**config.mk**
```make
export PLATFORM = sky130hd
export DESIGN_NAME = fvdrg_divider
export DESIGN_NICKNAME = d
export VERILOG_FILES = /design/src/rtl/fvdrg_pkg.sv /design/src/rtl/fvdrg_divider.sv
export SDC_FILE = /design/constraint.sdc
export NUM_CORES = 1
export LEC_CHECK = 0
export BUFFER_PORTS_ARGS = -buffer_cell sky130_fd_sc_hd__buf_4
export CORE_MARGIN = 5
export CORE_UTILIZATION = 55
export DETAILED_ROUTE_END_ITERATION = 10
export PLACE_DENSITY = 0.71
export SYNTH_ARGS = -nofsm -noshare
export SYNTH_HDL_FRONTEND = slang
export SYNTH_SLANG_ARGS = --single-unit
```
**constraint.sdc**
```tcl
create_clock -name aclk -period 11 [get_ports aclk]
set_clock_uncertainty 0.1 [all_clocks]
set_input_delay 1.65 -clock aclk [delete_from_list [all_inputs] [get_ports aclk]]
set_output_delay 1.65 -clock aclk [all_outputs]
set_load 0.03 [all_outputs]
```
**src/rtl/fvdrg_pkg.sv**
```systemverilog
`default_nettype none
package fvdrg_pkg;
    localparam int COEF_W = 16;
    localparam int IDX_W  = 24;
    localparam int VAL_W  = 21;
    localparam int NFACE  = 6;
    localparam logic [1:0] CFG_CELLS = 2'd0;
    localparam logic [1:0] CFG_DIMS  = 2'd1;
    localparam logic [1:0] CFG_MASK  = 2'd2;
    localparam logic [VAL_W-1:0] VAL_MAX = 21'h0FFFFF;

    typedef struct packed {
        logic               present;
        logic [IDX_W-1:0]   column;
        logic [COEF_W-1:0]  mean;
    } face_t;
endpackage
`default_nettype wire

```
**src/rtl/fvdrg_divider.sv**
```systemverilog
`default_nettype none
module fvdrg_divider (
    input  wire logic                       aclk,
    input  wire logic                       aresetn,
    input  wire logic                       start,
    input  wire logic [fvdrg_pkg::COEF_W-1:0] coef_a,
    input  wire logic [fvdrg_pkg::COEF_W-1:0] coef_b,
    output logic                            done,
    output logic [fvdrg_pkg::COEF_W-1:0]    mean
);
    import fvdrg_pkg::*;

    logic [33:0] rem_reg, rem_next;
    logic [33:0] quo_reg, quo_next;
    logic [17:0] den_reg, den_next;
    logic [5:0]  cnt_reg, cnt_next;
    logic        busy_reg, busy_next;
    logic        done_reg, done_next;
    logic        zero_reg, zero_next;
    logic [34:0] shifted;
    logic [34:0] trial;
    logic [16:0] sum;
    logic [31:0] prod;

    assign sum  = {1'b0, coef_a} + {1'b0, coef_b};
    assign prod = coef_a * coef_b;
    assign shifted = {rem_reg, quo_reg[33]};
    assign trial = shifted - {17'd0, den_reg};

    always_comb begin
        rem_next  = rem_reg;
        quo_next  = quo_reg;
        den_next  = den_reg;
        cnt_next  = cnt_reg;
        busy_next = busy_reg;
        zero_next = zero_reg;
        done_next = 1'b0;
        if (start) begin
            rem_next  = '0;
            quo_next  = {prod, 2'b00} + {17'd0, sum};
            den_next  = {sum, 1'b0};
            cnt_next  = 6'd34;
            busy_next = 1'b1;
            zero_next = (sum == 17'd0);
        end else if (busy_reg) begin
            quo_next = {quo_reg[32:0], ~trial[34]};
            rem_next = trial[34] ? shifted[33:0] : trial[33:0];
            cnt_next = cnt_reg - 6'd1;
            if (cnt_reg == 6'd1) begin
                busy_next = 1'b0;
                done_next = 1'b1;
            end
        end
    end

    always_ff @(posedge aclk) begin
        if (!aresetn) begin
            busy_reg <= 1'b0;
            done_reg <= 1'b0;
            cnt_reg  <= '0;
        end else begin
            busy_reg <= busy_next;
            done_reg <= done_next;
            cnt_reg  <= cnt_next;
        end
        rem_reg  <= rem_next;
        quo_reg  <= quo_next;
        den_reg  <= den_next;
        zero_reg <= zero_next;
    end

    assign done = done_reg;
    assign mean = zero_reg ? '0 : quo_reg[COEF_W-1:0];
endmodule
`default_nettype wire

```
# After elaboration in Yosys (flattened, before gate mapping)
# Index checks and enable logic that the tools add are counted.
# Widths: inputs -> output; s select.
# op_classes
muxes,10
n_reduce_logical,4
bitwise,3
n_addsub,4
mul,1
eq_ne,1
# op_table
op,count
$mux 34,3
$sub 35x18->35,1
$add 34x17->34,1
$mul 16x16->32,1
$add 16x16->17,1
$logic_not 17->1,1
$mux 16,1
$mux 6,2
$eq 6x1->1 const B,1
$sub 6x1->6 const B,1
$mux 1,4
$not 1->1,3
$reduce_or 3->1,1
$reduce_bool 2->1,1
$reduce_or 2->1,1
# word_totals
output_inout_bits,17
elab_cells,31
input_bits,35
reg_bits,94

# Logic depth before layout (Yosys ltp)
# depth
word_depth,4
depth_mapped,32
mapped_depth_nobuf,30

# Worst setup path after synthesis
# OpenSTA, ideal clock, no wires.
# synth_timing
path_type,in2reg
from,input port coef_a[4] (netlist bit)
to,"register quo_reg[22], data pin"
path_buffers,1
arrival_ps,8157
t_required_ps,10640
cell_stages,27
setup_ps,260
path_slack_ps,2483
path_cell_list,clkbuf_1 > nand2_1 > fa_1 > inv_1 > fa_1 > ha_1 > inv_1 > fa_1 > fa_1 > fa_1 > inv_1 > ha_1 > nand2_1 > a211oi_1 > nor2_1 > xnor2_1 > ha_1 > nand2_1 > o21ai_0 > nor3_1 > a211oi_1 > a211oi_1 > nand4b_1 > a222oi_1 > o21ai_0 > xor2_1 > mux2_2
# synth_via
elab_chain_len,3
elab_cells_between_ends,4
cone_classes,add/sub (2); mul (1); mux (1)
# synth_lines
element,line,source
start: declaration,fvdrg_divider.sv:6,"input wire logic [fvdrg_pkg::COEF_W-1:0] coef_a,"
$mul 16x16->32 / $add 16x16->17 (equally long branches),"fvdrg_divider.sv:26, fvdrg_divider.sv:25",
$add 34x17->34 (*),fvdrg_divider.sv:40,"quo_next = {prod, 2'b00} + {17'd0, sum};"
$mux 34 (*),fvdrg_divider.sv:38,if (start) begin
named net quo_next[22],fvdrg_divider.sv:14,"logic [33:0] quo_reg, quo_next;"
end signal: assignment,fvdrg_divider.sv:67,quo_reg <= quo_next;
end: declaration,fvdrg_divider.sv:14,
# Mark *: on every way through the listed nets, which the timed path passes. The rest lies on a longest branch.
# A chain may end at the register's enable or synchronous reset.

# Worst setup path after layout
# Same ends and word-level chain as after synthesis.

==> impl_metrics.py <==
metrics = {
    "status": {
        "outcome": "finished clean",
    },
    "grt": {
        "first_global_vias": 12522,
        "grt_max_degree": 73,
        "grt_first_pass_wirelength_um": 61900,
        "grt.overflow.total": 0,
        "grt_use_total": 0.2478,
        "antenna_found_initial": 0,
    },
    "layout": {
        "multiInputGateArea_um2": 11590,
        "fin_nets": 2134,
        "area_growth_pct": 6.279,
        "layout_common_cells": "inv_1, fa_1, nand2_1",
        "final_common_cell": "inv_1",
        "regArea_um2": 2402,
        "drive_above_1_share": 0.06560,
        "antenna_cells": 0,
        "fillers": 2524,
    },
    "routing": {
        "met3WireLength_um": 1754,
        "drt_iter0_drc": 681,
        "ant_nets": 0,
        "wl_met1_um": 15180,
        "wire_per_inst_um": 17.50,
        "maxUsedRoutingLayer": "met4",
        "dr.pass1.iters": 5,
        "vias": 11997,
        "viasPerCell": 5.630,
        "wl_met2_um": 18880,
        "wl_um": 37290,
        "drc_errors": 0,
    },
    "timing": {
        "fin_crit_ps": 9048,
        "finalHoldViolCount": 0,
        "finalCritPeriodShare": 0.8225,
        "setup_viol": 0,
        "fin_setup_tns_ps": 0,
        "tightest_slew_ps": 810.1,
        "finalMaxSlewViolations": 0,
        "fin_ws_ps": 1952,
        "max_freq_mhz": 110.5,
        "rsz0062_at_grt": "false",
        "slew_headroom": 0.4599,
    },
    "synth": {
        "synth_ff_type": "edfxtp_1",
        "ys_ff_latch": 94,
        "synth_top_area_frac": 0.2577,
        "ys_seq_area_frac": 0.1570,
        "synthArstFlopShare": 0,
        "synth_cells": 1741,
        "netlist_area_um2": 15300,
        "synth_edf_count": 52,
        "yosys.area.top_type": "fa_1",
        "syn_nets": 2127,
        "yosysUniqueCellTypes": 78,
        "synth_area_leaders": "fa_1, ha_1, edfxtp_1",
        "syn_avg_cell_area_um2": 8.791,
        "yosysWarnings": 0,
    },
    "worst_setup_path": {
        "start_kind": "input pin",
        "cp.required_ps": 11010,
        "worstPathArrival_ps": 9060,
        "crit_path_max_fanout": 16,
        "cp-end-kind": "flip-flop",
        "path_class": "in -> reg",
    },
    "clock_network": {
        "cts_resized": 0,
        "clkSlewWorstSetupHoldPaths_ps": 70,
        "cts.path.max_buffers": 2,
        "cts_made_buffers": 9,
        "ctsHoldBuffers": 0,
        "cts_setup_buffers": 0,
        "cts_tree": "yes",
        "cts_root_buf": "clkbuf_16",
        "htree_levels": 3,
        "clk_latency_ps": 360,
        "cts_sinks": 94,
    },
    "place": {
        "hpwl_um": 29030,
        "globalplace.congestion": 0.9102,
        "io_buffers": 51,
        "pre_cts_ws_ps": 1743,
    },
    "floorplanning": {
        "fp.dieArea_um2": 31260,
        "ios": 52,
        "core_um2": 27630,
        "initial_core_util": 0.5539,
        "rows": 61,
        "die_height_um": 176.8,
        "dieWidth_um": 176.8,
    },
    "run": {
        "drv_cap": 0,
    },
    "hold_path": {
        "hold_path_class": "reg -> reg",
    },
}
## metrics by stage
stage	instance area, µm²	utilization	hold slack (ps)	std cells
after floorplan	15300	-	352.6	1741
after CTS	16270	0.5887	393.0	2131
after detailed placement	15960	0.5776	379.7	2115
final	16270	0.5887	384.0	2131
after global routing	16270	0.5887	425.8	2131
after global placement	15960	0.5776	375.4	2115
## cells in the mapped netlist, types with 5 or more instances
cell	count
a21o_1	24
a211oi_1	33
clkbuf_1	56
o22ai_1	5
xnor2_1	65
and2_1	112
xor2_1	26
o21bai_1	9
o21ai_0	39
nor3_1	34
fa_1	197
dfxtp_1	42
a31oi_1	6
o211ai_1	5
or3_1	13
a211o_1	5
nor4_1	6
nand4_1	9
o21a_1	14
nand2b_1	11
ha_1	154
nand2_1	188
edfxtp_1	52
a21oi_1	71
or2_2	7
mux2_2	19
and3_1	7
nor2_1	103
mux2i_1	17
inv_1	286
nand3_1	28
nor2b_1	23
## kinds of logic after synthesis
family | after synthesis | share of synthesized area
mux | 36 | 0.02510
simple gates | 565 | 0.1840
compound gates | 256 | 0.1112
buf+inv | 347 | 0.08600
flops | 94 | 0.1570
xor+xnor | 92 | 0.05314
fa+ha+maj | 351 | 0.3836
## final cells by class
cell class,instances,area share
clock buffer,11,0.01623
sequential,94,0.1477
inverter,287,0.06623
multi-input combinational,1300,0.7123
timing repair buffer,56,0.02585
clock inverter,5,0.002615
tap,378,0.02908
## per-layer routing
metal / global-route usage / vias to the layer above
met5: 0 / -
met1: 0.3032 / 5908
met4: 0.09381 / 0
met3: 0.03397 / 91
met2: 0.4448 / 302
li1: - / 5696
## critical path: stages
cell and delay (ps):
buf_4 180, ha_1 300, fa_1 510, inv_1 60, fa_1 530, inv_1 50, ha_1 290, ha_1 300
inv_1 60, fa_1 500, fa_1 550, inv_1 40, ha_1 350, nand2_1 100, a211oi_1 480, nor2_1 100
xnor2_1 150, ha_1 360, nand2_1 70, o21ai_0 410, nor3_1 80, a211oi_1 470, a211oi_1 240, nand4b_1 290
a222oi_1 340, o21ai_0 170, xor2_1 160, mux2_2 270
## worst paths after layout
check / end / cells after the start / start / slack (ps)
setup / recovery: quo_reg[22] / 28 / coef_a[4] / 1950
setup reg to reg: rem_reg[29] / 12 / den_reg[17] / 6870
hold reg to reg: rem_reg[4] / 2 / rem_reg[4] / 380
hold / removal: rem_reg[4] / 2 / rem_reg[4] / 380
Power is left out: the tool's default activity adds up to more than one toggle a clock period on the data nets, which glitch-free logic cannot reach.
