<file path="config.mk">
export PLATFORM = sky130hd
export DESIGN_NAME = fvdrg_merge
export DESIGN_NICKNAME = d
export VERILOG_FILES = /design/src/rtl/fvdrg_pkg.sv /design/src/rtl/fvdrg_merge.sv
export SDC_FILE = /design/constraint.sdc
export NUM_CORES = 1
export LEC_CHECK = 0
export ABC_CLOCK_PERIOD_IN_PS = 25400
export CORE_MARGIN = 2
export CORE_UTILIZATION = 65
export DETAILED_ROUTE_END_ITERATION = 8
export DONT_BUFFER_PORTS = 1
export PLACE_DENSITY = 0.86
export SLEW_MARGIN = 15
export SYNTH_ARGS = -nofsm -noshare
export SYNTH_HDL_FRONTEND = slang
export SYNTH_SLANG_ARGS = --single-unit
</file>
<file path="constraint.sdc">
create_clock -name aclk -period 25.4 [get_ports aclk]
set_input_delay 1.27 -clock aclk [delete_from_list [all_inputs] [get_ports aclk]]
set_output_delay 1.27 -clock aclk [all_outputs]
set_load 0.005 [all_outputs]
</file>
<file path="src/rtl/fvdrg_pkg.sv">
`default_nettype none
package fvdrg_pkg;
    localparam int COEF_W = 16;
    localparam int IDX_W  = 24;
    localparam int VAL_W  = 21;
    localparam int NFACE  = 6;
    localparam logic [1:0] CFG_CELLS = 2'd0;
    localparam logic [1:0] CFG_DIMS  = 2'd1;
    localparam logic [1:0] CFG_MASK  = 2'd2;
    localparam logic [VAL_W-1:0] VAL_MAX = 21'h0FFFFF;

    typedef struct packed {
        logic               present;
        logic [IDX_W-1:0]   column;
        logic [COEF_W-1:0]  mean;
    } face_t;
endpackage
`default_nettype wire

</file>
<file path="src/rtl/fvdrg_merge.sv">
`default_nettype none
module fvdrg_merge (
    input  wire logic                          aclk,
    input  wire logic                          aresetn,
    input  wire logic                          load,
    input  wire fvdrg_pkg::face_t [fvdrg_pkg::NFACE-1:0] faces,
    input  wire logic [fvdrg_pkg::NFACE-1:0]   dirichlet,
    input  wire logic [fvdrg_pkg::COEF_W-1:0]  coef_center,
    input  wire logic [fvdrg_pkg::IDX_W-1:0]   row,
    input  wire logic                          final_cell,
    output logic                               busy,
    output logic                               m_valid,
    input  wire logic                          m_ready,
    output logic [fvdrg_pkg::IDX_W-1:0]        m_row_index,
    output logic [fvdrg_pkg::IDX_W-1:0]        m_column_index,
    output logic signed [fvdrg_pkg::VAL_W-1:0] m_entry_value,
    output logic                               m_last_in_row,
    output logic                               m_last_in_matrix
);
    import fvdrg_pkg::*;

    face_t [NFACE-1:0] faces_reg;
    logic [IDX_W-1:0]  row_reg;
    logic              fin_reg;
    logic [22:0]       diag_reg, diag_next;
    logic [2:0]        sel_reg, sel_next;
    logic              busy_reg, busy_next;
    logic              v_reg, v_next;
    logic [IDX_W-1:0]  col_reg, col_next;
    logic [VAL_W-1:0]  val_reg, val_next;
    logic              lr_reg, lr_next, lm_reg, lm_next;
    logic [22:0]       diag_init;

    always_comb begin
        diag_init = '0;
        for (int f = 0; f < NFACE; f++) begin
            if (faces[f].present) begin
                diag_init = diag_init + {7'd0, faces[f].mean};
            end else if (dirichlet[f]) begin
                diag_init = diag_init + {6'd0, coef_center, 1'b0};
            end
        end
    end

    always_comb begin
        sel_next  = sel_reg;
        busy_next = busy_reg;
        v_next    = v_reg;
        col_next  = col_reg;
        val_next  = val_reg;
        lr_next   = lr_reg;
        lm_next   = lm_reg;
        diag_next = diag_reg;
        if (load) begin
            busy_next = 1'b1;
            sel_next  = '0;
            diag_next = diag_init;
        end
        if (busy_reg && (!v_reg || m_ready)) begin
            if (sel_reg == 3'(NFACE)) begin
                v_next    = 1'b1;
                col_next  = row_reg;
                val_next  = (diag_reg > {2'b00, VAL_MAX}) ? VAL_MAX : diag_reg[VAL_W-1:0];
                lr_next   = 1'b1;
                lm_next   = fin_reg;
                busy_next = 1'b0;
            end else begin
                v_next   = faces_reg[sel_reg].present;
                col_next = faces_reg[sel_reg].column;
                val_next = VAL_W'(0) - {5'd0, faces_reg[sel_reg].mean};
                lr_next  = 1'b0;
                lm_next  = 1'b0;
                sel_next = sel_reg + 3'd1;
            end
        end else if (v_reg && m_ready) begin
            v_next = 1'b0;
        end
    end

    always_ff @(posedge aclk) begin
        if (!aresetn) begin
            busy_reg <= 1'b0;
            v_reg    <= 1'b0;
            sel_reg  <= '0;
        end else begin
            busy_reg <= busy_next;
            v_reg    <= v_next;
            sel_reg  <= sel_next;
        end
        if (load) begin
            faces_reg <= faces;
            row_reg   <= row;
            fin_reg   <= final_cell;
        end
        diag_reg <= diag_next;
        col_reg  <= col_next;
        val_reg  <= val_next;
        lr_reg   <= lr_next;
        lm_reg   <= lm_next;
    end

    assign busy             = busy_reg || v_reg;
    assign m_valid          = v_reg;
    assign m_row_index      = row_reg;
    assign m_column_index   = col_reg;
    assign m_entry_value    = val_reg;
    assign m_last_in_row    = lr_reg;
    assign m_last_in_matrix = lm_reg;
endmodule
`default_nettype wire

</file>
Word-level counts from Yosys, hierarchy flattened

Index checks and enable logic that the tools add are counted.

Add/subtract/negate cells: 12
$lt $le $gt $ge: 2
Equality and inequality tests: 1
Multiplexer cells: 27
Reduce and logical (&&, ||, !) cells: 6

Operators by type and width:

| kind                                                                          | count |
|---|---|
| 23-bit two-way mux                                                            | 10 |
| 41-bit binary-select mux with 3-bit select                                    | 1 |
| 23-bit by 16-bit adder with 23-bit output                                     | 5 |
| 23-bit by 17-bit adder with 23-bit output                                     | 5 |
| 21-bit two-way mux                                                            | 2 |
| 41-bit two-way mux                                                            | 1 |
| 17-bit two-way mux                                                            | 2 |
| 24-bit two-way mux                                                            | 1 |
| 23-bit by 20-bit > comparator with 1-bit output (second input constant)       | 1 |
| 1-bit by 16-bit subtractor with 17-bit output (first input constant)          | 1 |
| 3-bit two-way mux                                                             | 3 |
| 1-bit two-way mux                                                             | 7 |
| 3-bit by 4-bit less-than comparator with 1-bit output (second input constant) | 1 |
| 3-bit by 1-bit adder with 3-bit output (second input constant)                | 1 |
| 3-bit == test (second input constant)                                         | 1 |
| 1-bit logical AND                                                             | 2 |
| 1-bit logical OR                                                              | 2 |
| 2-bit nonzero test                                                            | 1 |
| 1-bit zero test                                                               | 1 |

Flip-flop bits (word level): 346
Input port bits: 297
Output and inout port bits: 73
Word-level logic and storage cells: 76

Longest topological paths before layout

Gate-level depths: netlist (run 1).

Depth in word-level cells: 17
Gate-level depth with buffers: 47
Depth with buffers taken out: 45

Worst setup path before layout (run 1)

No wires, ideal clock.

Path kind: input to register
Start point: in faces[40] (netlist name)
End point: reg diag_reg[18], data pin
Setup time: 270 ps
Data arrival time: 9559 ps
Data required time: 25130 ps
Path slack: 15571 ps
Stages on the path: 44
Path buffers: 2
Path through: clkbuf_1 > nor2b_1 > clkbuf_1 > a22o_1 > ha_1 > inv_1 > fa_1 > nor2b_1 > o31ai_1 > a21oi_1 > nor3_1 > o311ai_0 > a21boi_0 > ha_1 > nand2_1 > a21oi_1 > a211oi_1 > o21ai_0 > [... 8 more ...] > o21a_1 > o21ai_0 > nand2b_1 > xnor2_1 > nand2_1 > o31a_1 > ha_1 > or3_1 > o211ai_1 > o21ai_0 > a211o_1 > o211ai_4 > ha_1 > and3_1 > a221o_1 > a32oi_1 > mux2i_1 > xor2_1

Longest elaborated chain between the ends: 16
Elaborated cells on any way between the ends: 21
Classes of those cells: add/sub (10); mux (11)

RTL lines:

| what                                      | line              | source |
|---|---|---|
| from (decl)                               | fvdrg_merge.sv:6  | `input wire fvdrg_pkg::face_t [fvdrg_pkg::NFACE-1:0] faces,` |
| 17-bit two-way mux (*)                    | fvdrg_merge.sv:37 | `if (faces[f].present) begin` |
| 23-bit by 17-bit adder with 23-bit output | fvdrg_merge.sv:40 | `diag_init = diag_init + {6'd0, coef_center, 1'b0};` |
| 23-bit two-way mux                        | fvdrg_merge.sv:39 | `end else if (dirichlet[f]) begin` |
| 23-bit two-way mux (*)                    | fvdrg_merge.sv:37 |  |
| 23-bit by 17-bit adder with 23-bit output | fvdrg_merge.sv:40 |  |
| 23-bit two-way mux                        | fvdrg_merge.sv:39 |  |
| 23-bit two-way mux (*)                    | fvdrg_merge.sv:37 |  |
| 23-bit by 17-bit adder with 23-bit output | fvdrg_merge.sv:40 |  |
| 23-bit two-way mux                        | fvdrg_merge.sv:39 |  |
| 23-bit two-way mux (*)                    | fvdrg_merge.sv:37 |  |
| 23-bit by 17-bit adder with 23-bit output | fvdrg_merge.sv:40 |  |
| 23-bit two-way mux                        | fvdrg_merge.sv:39 |  |
| 23-bit two-way mux (*)                    | fvdrg_merge.sv:37 |  |
| 23-bit by 17-bit adder with 23-bit output | fvdrg_merge.sv:40 |  |
| 23-bit two-way mux                        | fvdrg_merge.sv:39 |  |
| 23-bit two-way mux (*)                    | fvdrg_merge.sv:37 |  |
| named net diag_init[18]                   | fvdrg_merge.sv:32 | `logic [22:0] diag_init;` |
| to (signal assigned)                      | fvdrg_merge.sv:95 | `diag_reg <= diag_next;` |
| to (decl)                                 | fvdrg_merge.sv:25 | `logic [22:0] diag_reg, diag_next;` |

Mark *: on every way through the listed nets, which the timed path passes. The rest lies on a longest branch.
A chain may end at the register's enable or synchronous reset.

Worst setup path after layout (run 1)

Start point: in dirichlet[0] (netlist name)
End point: reg diag_reg[18], data pin

Longest elaborated chain between the ends: 17
Elaborated cells on any way between the ends: 22
Classes of those cells: add/sub (10); mux (12)

RTL lines:

| what                                      | line              | source |
|---|---|---|
| from (decl)                               | fvdrg_merge.sv:7  | `input wire logic [fvdrg_pkg::NFACE-1:0] dirichlet,` |
| 17-bit two-way mux (*)                    | fvdrg_merge.sv:39 |  |
| 17-bit two-way mux (*)                    | fvdrg_merge.sv:37 |  |
| 23-bit by 17-bit adder with 23-bit output | fvdrg_merge.sv:40 |  |
| 23-bit two-way mux                        | fvdrg_merge.sv:39 |  |
| 23-bit two-way mux (*)                    | fvdrg_merge.sv:37 |  |
| 23-bit by 17-bit adder with 23-bit output | fvdrg_merge.sv:40 |  |
| 23-bit two-way mux                        | fvdrg_merge.sv:39 |  |
| 23-bit two-way mux (*)                    | fvdrg_merge.sv:37 |  |
| [... 2 more ...]                          | --                |  |
| 23-bit two-way mux (*)                    | fvdrg_merge.sv:37 |  |
| 23-bit by 17-bit adder with 23-bit output | fvdrg_merge.sv:40 |  |
| 23-bit two-way mux                        | fvdrg_merge.sv:39 |  |
| 23-bit two-way mux (*)                    | fvdrg_merge.sv:37 |  |
| 23-bit by 17-bit adder with 23-bit output | fvdrg_merge.sv:40 |  |
| 23-bit two-way mux                        | fvdrg_merge.sv:39 |  |
| 23-bit two-way mux (*)                    | fvdrg_merge.sv:37 |  |
| named net diag_init[18]                   | fvdrg_merge.sv:32 |  |

Marked as above.

==> results.toml, run 1 <==
[power]
pwr-share-seq_pct = 31.9
power_frac_clock_pct = 26.1
leakage_uw = 0.009029
p_int_uw = 1486
switching_share_pct = 34.76
powerDensity_nw_per_um2 = 94.89
p_switching_uw = 791.8
peakVddDrop_mv = 0.07688
p_comb_share_pct = 42.1

[drt]
avgRoutedWirePerCell_um = 26.09
drt_iter0_drc = 1689
ant_nets = 0
vias = 16580
drt_wl_total_um = 64190
drc = 0
first_pass_iters = 5
vias_per_cell = 6.739

[timing]
max_slew_margin_pct = 38.75
fmax_mhz = 96.93
hold_viol = 0
min_period_ns = 10.32
fin_ws_ns = 15.08
skew_ns = 0.03034
finalSetupViolations = 0
rsz0062_at_grt = "no"
fin_tns_setup_ns = 0
slew_violations = 0
tightest_slew_ns = 0.9187
min_period_over_period_pct = 40.62

[global_routing]
grt_remaining_overflow = 0
grt_max_degree = 298
globalRouteTotalUtil_pct = 35.15
antenna_found_initial = 9
grt_pass1_vias = 16200
grt_pass1_wl_um = 94740

[yosys]
syn-num-nets = 2473
synth_ff_type = "edfxtp_1"
synth_seq_cells = 345
syn_avg_cell_area_um2 = 11.18
ys_seq_area_share_pct = 46.27
synth_top_area_share_pct = 45.82
yosys.cell_types.count = 98
async_reset_ff_share_pct = 0
synth.most_common_cell = "edfxtp_1"
synth_top_area_cell = "edfxtp_1"
synth_common_cells = "340 x edfxtp_1, 174 x ha_1, 171 x nor2_1"
netlist_area_um2 = 22280
synth_edf_count = 340
postSynthCellCount = 1992
synth_area_leaders = "edfxtp_1 46%, ha_1 9.8%, mux4_2 4.1%, a21oi_1 3.7%, xnor2_1 3.2%"
yosys_warnings = 0

[worst_setup_path]
worst_path_max_delay_cell = "a21boi_0"
path_depth = 41
cp.arrival_ns = 10.59
critPathBufInv = 2
critPathTopFamily = "compound AO/OA/AOI/OAI gates"
crit_fanout = 13
r2r-end = "m_entry_value[17]"
criticalPathCategory = "in2reg"
r2r_setup_slack_ns = 20.75
max_stage_delay_ns = 0.47
critical_path.startpoint = "dirichlet[0]"
worstPathRequired_ns = 25.67
regToRegStartpoint = "sel_reg[0]"
rr_worst_depth = 10
cp-start-kind = "primary input"
crit_end = "diag_reg[18]"
critPathCaptureType = "flip-flop"

[finish]
drive_above_1_share_pct = 8.487
fillCellCount = 2379
final_cell_area_um2 = 24010
nets = 2455
largest_register_ffs = 246
syn2layout_area_growth_pct = 7.755

[clocking]
numCtsBuffers = 38
root_buffer = "clkbuf_16"
clock_latency_ns = 0.57
clockBufferDepth = 3
post_cts_resized = 0
clk_pin_slew_ns = 0.07
cts.sinks = 345
cts_tree = "done"
h-tree-depth = 2
hold_buffers = 0
postCtsSetupBuffers = 0

[floorplan]
initial_utilization_pct = 66.28
core_area_um2 = 33620
num_rows = 67
dieArea_um2 = 35770
io-pin-count = 370
die_w_um = 189.1
die_y_um = 189.1

[worst_hold_path]
hp-class = "reg2reg"

[job]
drv_cap = 0

[placement]
dpl_cell_area_um2 = 22640
place_ws_ns = 14.77
io_buffer_count = 0
place_congestion = 0.9838
dp_hpwl_um = 47740

[status]
status = "finished, final reports clean"
-- per-stage QoR --
stage	std cells	hold slack [ns]	util, %	total power [uW]
detailed placement	2382	0.5310	67.36	1671
global route	2456	0.5649	71.39	2412
floorplan	1992	0.4877	-	1497
global placement	2382	0.5216	67.36	1630
CTS	2451	0.5522	71.35	2267
finish	2460	0.5491	71.42	2278
-- power groups by stage --
stage               Combinational, uW  Sequential, uW  Clock (uW)
CTS                               944             726         598
global placement                  898             732           0
finish                            958             726         594
floorplan                         775             722           0
global route                     1060             730         619
detailed placement                934             737           0
-- worst min path at each step --
stage	start	end	depth (start not counted)
global route	diag_reg[1]	m_entry_value[1]	1
global placement	busy_reg	m_valid	2
floorplan	busy_reg	m_valid	2
finish	diag_reg[1]	m_entry_value[1]	1
detailed placement	busy_reg	m_valid	2
CTS	diag_reg[1]	m_entry_value[1]	1
-- kinds of logic (layout without fill, tap and decap cells) --
| kind of cell | Yosys count | count (layout) | share of synthesized area (%) |
|---|---|---|---|
| AO/OA/AOI/OAI | 596 | 596 | 17.94 |
| XOR/XNOR | 129 | 129 | 5.105 |
| adder cells (fa/ha/maj) | 184 | 184 | 10.67 |
| buffers and inverters | 136 | 147 | 2.342 |
| flip-flops | 345 | 345 | 46.27 |
| multiplexers | 114 | 114 | 7.531 |
| other | 1 | 10 | 0.01683 |
| AND/OR/NAND/NOR | 487 | 487 | 10.13 |
-- worst reg2reg max path, delay by kind of cell, from the launching register on --
family                     cells  cell delay, ns
AOI/OAI and AO/OA              3            1.23
DFF                            1            0.92
muxes                          1            0.33
and+or+nand+nor                4            0.75
buffers and inverters          1            0.83
adders and majority gates      1            0.28
-- cell type report --
| class | instances | area (um^2) | share of cell area [%] |
|---|---|---|---|
| inverter | 71 | 266.5 | 1.110 |
| clock inverter | 22 | 315.3 | 1.313 |
| multi-input combinational | 1511 | 11450 | 47.69 |
| sequential | 345 | 10310 | 42.96 |
| tap | 448 | 560.5 | 2.335 |
| timing repair buffer | 7 | 52.55 | 0.2189 |
| antenna | 9 | 22.52 | 0.09381 |
| clock buffer | 47 | 1026 | 4.273 |
-- cell usage in the layout, fill, tap and decap left out, drive strengths merged, types with 36 or more instances in the layout --
cell type | netlist | layout
a21o | 40 | 40
ha | 174 | 174
a211oi | 36 | 36
inv | 69 | 70
nor2 | 171 | 171
clkbuf | 50 | 47
mux4 | 41 | 41
edfxtp | 340 | 340
a21oi | 167 | 167
mux2i | 57 | 57
o21ai | 147 | 147
xor2 | 46 | 46
nand2 | 125 | 125
nor3 | 45 | 45
xnor2 | 83 | 83
-- routing by layer --
metal / vias up / share of wire (%) / GRT usage (%)
met4: 4 / 5.5 / 17.67
met3: 180 / 9.7 / 9.546
met2: 827 / 49 / 60.38
met5: - / 0.044 / 0
li1: 7574 / - / -
met1: 7992 / 36 / 40.51
(Power assumes the default switching activity.)
==> run 2: changes to the inputs <==
--- a/config.mk
+++ b/config.mk
@@ -5,12 +5,12 @@
 export SDC_FILE = /design/constraint.sdc
 export NUM_CORES = 1
 export LEC_CHECK = 0
-export ABC_CLOCK_PERIOD_IN_PS = 25400
+export ABC_CLOCK_PERIOD_IN_PS = 8400
 export CORE_MARGIN = 2
-export CORE_UTILIZATION = 65
+export CORE_UTILIZATION = 59
 export DETAILED_ROUTE_END_ITERATION = 8
 export DONT_BUFFER_PORTS = 1
-export PLACE_DENSITY = 0.86
+export PLACE_DENSITY = 0.83
 export SLEW_MARGIN = 15
 export SYNTH_ARGS = -nofsm -noshare
 export SYNTH_HDL_FRONTEND = slang
==> constraint.sdc (replaced) <==
create_clock -name aclk -period 8.4 [get_ports aclk]
set_input_delay 0.42 -clock aclk [delete_from_list [all_inputs] [get_ports aclk]]
set_output_delay 0.42 -clock aclk [all_outputs]
set_load 0.005 [all_outputs]
==> results.toml, run 2 (synthesized netlist as in run 1, its figures left out) <==
[status]
status = "finished, final reports clean"

[placement]
dp_cells = 2580
dp_hpwl_um = 48520
io_buffer_count = 0
place_congestion = 0.9590

[clocking]
cts.sinks = 345
clockBufferDepth = 3
cts_tree = "done"
clock_latency_ns = 0.58
h-tree-depth = 2
root_buffer = "clkbuf_16"
clk_pin_slew_ns = 0.06
numCtsBuffers = 38

[finish]
final_common_cell = "edfxtp_1"
nets = 2881
largest_register_ffs = 246
drive_above_1_share_pct = 17.38
syn2layout_area_growth_pct = 28.28
finalNonFillerCells = 2949
final_cell_mix = "340 x edfxtp_1, 272 x dlygate4sd3_1, 167 x nor2_1, 160 x buf_4, 153 x ha_1"

[floorplan]
core_area_um2 = 37400
die_w_um = 198.3
die_y_um = 198.3
num_rows = 71
initial_utilization_pct = 59.57
dieArea_um2 = 39330
io-pin-count = 370

[job]
drv_cap = 0

[worst_setup_path]
crit_end = "diag_reg[18]"
r2r-end = "m_entry_value[19]"
worst_path_max_delay_cell = "fa_2"
r2r_setup_slack_ns = 4.06
criticalPathCategory = "in2reg"
worstPathRequired_ns = 8.68
cp.arrival_ns = 8.39
cp-start-kind = "primary input"
critPathCaptureType = "flip-flop"
critical_path.startpoint = "faces[40]"
regToRegStartpoint = "sel_reg[1]"
rr_worst_depth = 10
crit_fanout = 21
max_stage_delay_ns = 0.47

[drt]
drt_iter0_drc = 1745
vias = 19440
vias_per_cell = 6.590
ant_nets = 0
drc = 0
first_pass_iters = 8
drt_wl_total_um = 78370
avgRoutedWirePerCell_um = 26.57

[global_routing]
grt_max_degree = 205
grt_remaining_overflow = 0
grt_pass1_wl_um = 112100
grt_pass1_vias = 19130
globalRouteTotalUtil_pct = 38.29
antenna_found_initial = 12

[timing]
min_period_ns = 8.105
hold_slack_ns = 0.007718
skew_ns = 0.03001
finalSetupViolations = 0
hold_viol = 0
slew_violations = 0
fmax_mhz = 123.4
min_period_over_period_pct = 96.48
max_slew_margin_pct = 38.68
tightest_slew_ns = 0.9198

[power]
leakage_uw = 0.01098
pwr-share-seq_pct = 28.7
p_comb_share_pct = 48.2
peakVddDrop_mv = 0.2458
switching_share_pct = 35.34
powerDensity_nw_per_um2 = 269.3
p_switching_uw = 2720
p_int_uw = 4976
power_frac_clock_pct = 23.2

[worst_hold_path]
hp-class = "in2reg"
==> run 2: timing repair <==
| action | 4_1_cts | 5_1_grt |
|---|---|---|
| resized for setup | 0 | 118 |
| setup buffers | 0 | 18 |
| hold endpoints to repair | 368 | 0 |
| endpoints found under the setup margin | 0 | 9 |
| hold buffers | 273 | 0 |
==> run 2: how the worst min path moves through the flow <==
stage	from	to	cells past startpoint
after floorplan	busy_reg	m_valid	2
after global placement	busy_reg	m_valid	2
after detailed placement	busy_reg	m_valid	2
after CTS	load	faces_reg[226]	0
after global routing	load	faces_reg[27]	0
final	load	faces_reg[27]	0
==> run 2: area by class of cell <==
cell class | instances | area, um^2
diodes | 10 | 25.02
clock buffers | 46 | 1002
clock inverters | 22 | 280.3
fillers | 2267 | 8820
inverters | 71 | 266.5
multi-input cells | 1511 | 12100
flip-flops and latches | 345 | 10310
well taps | 511 | 639.4
repair buffers | 433 | 3951
==> run 2: power groups by stage <==
stage,Clock (uW),Combinational (uW),Sequential (uW)
2_1_floorplan,0,2380,2180
3_3_place_gp,0,3130,2210
3_5_place_dp,0,3240,2220
4_1_cts,1750,3390,2190
5_1_grt,1860,4050,2210
6_report,1780,3710,2210
==> run 2: worst max-delay path, delay by kind of cell <==
kind	cells	cell delay (ns)
AO/OA/AOI/OAI	15	3.25
buffers and inverters	3	0.39
multiplexers	1	0.25
AND/OR/NAND/NOR	11	1.75
XOR/XNOR	4	0.48
adder cells (fa/ha/maj)	6	1.84
==> run 2: stage by stage <==
step	total power (uW)	utilization [%]	cell area (um^2)	TNS, ns	worst slack (ns)
after floorplan	4563	-	22450	-0.007887	-0.007887
after global placement	5338	63.85	23880	-0.7160	-0.2382
after detailed placement	5463	63.85	23880	-1.873	-0.4607
after CTS	7330	74.63	27910	0	0.07950
after global routing	8119	76.40	28570	-0.2509	-0.1040
final	7696	76.42	28580	0	0.2954
==> run 2: routing by layer <==
layer	wire, um	vias to the layer above	share of wire (%)	GRT usage (%)
li1	-	8455	-	-
met4	6193	6	7.9	27.85
met2	36550	1403	47	62.39
met5	33	-	0.042	0
met3	8680	366	11	10.49
met1	26910	9205	34	43.42
==> run 3: changes to the inputs <==
--- a/config.mk
+++ b/config.mk
@@ -5,6 +5,7 @@
 export SDC_FILE = /design/constraint.sdc
 export NUM_CORES = 1
 export LEC_CHECK = 0
+export ABC_AREA = 1
 export ABC_CLOCK_PERIOD_IN_PS = 8400
 export CORE_MARGIN = 2
 export CORE_UTILIZATION = 59
==> results.toml, run 3 <==
[clocking]
cts_tree = "done"
clock_latency_ns = 0.58
clk_pin_slew_ns = 0.06
clockBufferDepth = 3
numCtsBuffers = 38
h-tree-depth = 2
root_buffer = "clkbuf_16"
cts.sinks = 345

[power]
p_int_uw = 4319
p_switching_uw = 2606
p_comb_share_pct = 43.4
powerDensity_nw_per_um2 = 244.4
pwr-share-seq_pct = 31.5
switching_share_pct = 37.64
leakage_uw = 0.01194
peakVddDrop_mv = 0.1662
power_frac_clock_pct = 25.0

[drt]
drt_wl_total_um = 86050
vias_per_cell = 6.341
vias = 22260
first_pass_iters = 7
drc = 0
ant_nets = 0
avgRoutedWirePerCell_um = 24.51
drt_iter0_drc = 2675

[status]
status = "finished, final reports clean"

[floorplan]
dieArea_um2 = 40030
die_w_um = 200.1
initial_utilization_pct = 60.08
io-pin-count = 370
die_y_um = 200.1
num_rows = 71
core_area_um2 = 37760

[yosys]
netlist_area_um2 = 22680
synth_area_leaders = "edfxtp_1 45%, ha_1 9.6%, nand2_1 8.3%, o21ai_0 6.2%, a21oi_1 4.8%"
synth.most_common_cell = "nand2_1"
syn-num-nets = 3078
ys_seq_area_share_pct = 45.45
synth_top_area_share_pct = 45.01
synth_edf_count = 340
synth_seq_cells = 345
async_reset_ff_share_pct = 0
postSynthCellCount = 2597
syn_avg_cell_area_um2 = 8.735
yosys.cell_types.count = 65
synth_top_area_cell = "edfxtp_1"
synth_common_cells = "501 x nand2_1, 340 x edfxtp_1, 281 x o21ai_0"
synth_ff_type = "edfxtp_1"
yosys_warnings = 0

[finish]
nets = 3447
final_common_cell = "nand2_1"
finalNonFillerCells = 3511
final_cell_mix = "496 x nand2_1, 340 x edfxtp_1, 274 x dlygate4sd3_1, 266 x o21ai_0, 260 x nor2_1"
largest_register_ffs = 246
syn2layout_area_growth_pct = 24.89
fillCellCount = 2539
drive_above_1_share_pct = 11.46

[global_routing]
use_met3_pct = 14.03
busiest_layer = "met2"
globalRouteTotalUtil_pct = 41.65
grt_max_degree = 235
antenna_found_initial = 7
use_met2_pct = 65.35
grt_pass1_wl_um = 124300
grt_remaining_overflow = 0
grt_use_met1_pct = 48.41
grt_pass1_vias = 21410

[timing]
fin_tns_setup_ns = 0
skew_ns = 0.02007
finalSetupViolations = 0
max_slew_margin_pct = 23.29
tightest_slew_ns = 1.149
min_period_over_period_pct = 95.19
fin_ws_ns = 0.4037
hold_viol = 0
slew_violations = 0
fmax_mhz = 125.1
rsz0062_at_grt = "yes"
min_period_ns = 7.996

[placement]
io_buffer_count = 0
dp_cells = 3153
place_ws_ns = -0.3927
place_congestion = 1.017
dp_hpwl_um = 55810

[worst_setup_path]
rr_worst_depth = 7
max_stage_delay_ns = 0.40
worstPathRequired_ns = 8.72
critPathCaptureType = "flip-flop"
crit_fanout = 4
cp-start-kind = "primary input"
criticalPathCategory = "in2reg"
crit_top_cell = "nand2_1"
cp.arrival_ns = 8.32
worst_path_max_delay_cell = "ha_1"

[worst_hold_path]
hold_depth = 1
hp-class = "in2reg"

[job]
drv_cap = 0
==> run 3: final timing paths <==
kind	from	to	slack, ns
worst max-delay path	dirichlet[0]	diag_reg[19]	0.40
worst min-delay path	aresetn	sel_reg[2]	0.02
worst max register to register	sel_reg[0]	m_column_index[17]	3.49
worst min register to register	busy_reg	m_valid	0.53
==> run 3: what timing repair did <==
action                     4_1_cts  5_1_grt
gates resized for setup          0       75
hold endpoints to repair       336        1
hold buffers                   273        2
setup endpoints to repair        0       10
setup buffers                    0        9
==> run 3: layer usage <==
layer	up-vias	wire [um]
li1	9912	-
met1	10240	30430
met2	1652	38030
met3	450	10870
met4	6	6679
met5	-	41
==> run 3: cell type report <==
type | instances | area, um^2 | area share [%]
diodes | 6 | 15.01 | 0.05300
clock buffers | 46 | 1021 | 3.604
clock inverters | 22 | 239.0 | 0.8435
inverters | 243 | 922.1 | 3.255
multi-input cells | 1930 | 11410 | 40.28
flip-flops and latches | 345 | 10310 | 36.41
well taps | 511 | 639.4 | 2.257
repair buffers | 408 | 3769 | 13.30
==> run 3: through the flow <==
step                cell area (um^2)  power, uW  hold WS, ns  util [%]
finish                         28330       6925      0.01760     75.04
global route                   28330       7285     -0.01072     75.03
CTS                            27940       6634     0.001664     74.01
detailed placement             23930       4833       0.4922     63.39
global placement               23930       4760       0.4762     63.39
floorplan                      22680       3982       0.4583         -
==> run 3: worst max-delay path: cells and delay by family <==
kind            cells  cell delay [ns]
buf+inv            17             1.93
simple gates       17             1.41
compound gates     17             2.39
fa+ha+maj           6             1.88
xor+xnor            2             0.28
==> run 3: power by group through the flow <==
stage,combinational (uW),sequential (uW),clock [uW]
6_report,3010,2180,1730
5_1_grt,3300,2190,1790
2_1_floorplan,1820,2170,0
4_1_cts,2780,2170,1690
3_3_place_gp,2560,2200,0
3_5_place_dp,2630,2200,0
==> run 3: cell families (layout without fill, tap and decap cells) <==
family / count (synthesis) / in the layout / share of synthesized area (%)
other cells: 1 / 7 / 0.01653
flops: 345 / 345 / 45.45
xor+xnor: 55 / 55 / 2.124
simple gates: 974 / 974 / 18.46
buf+inv: 322 / 719 / 5.527
fa+ha+maj: 184 / 184 / 10.48
mux: 1 / 1 / 0.04413
compound gates: 715 / 715 / 17.90
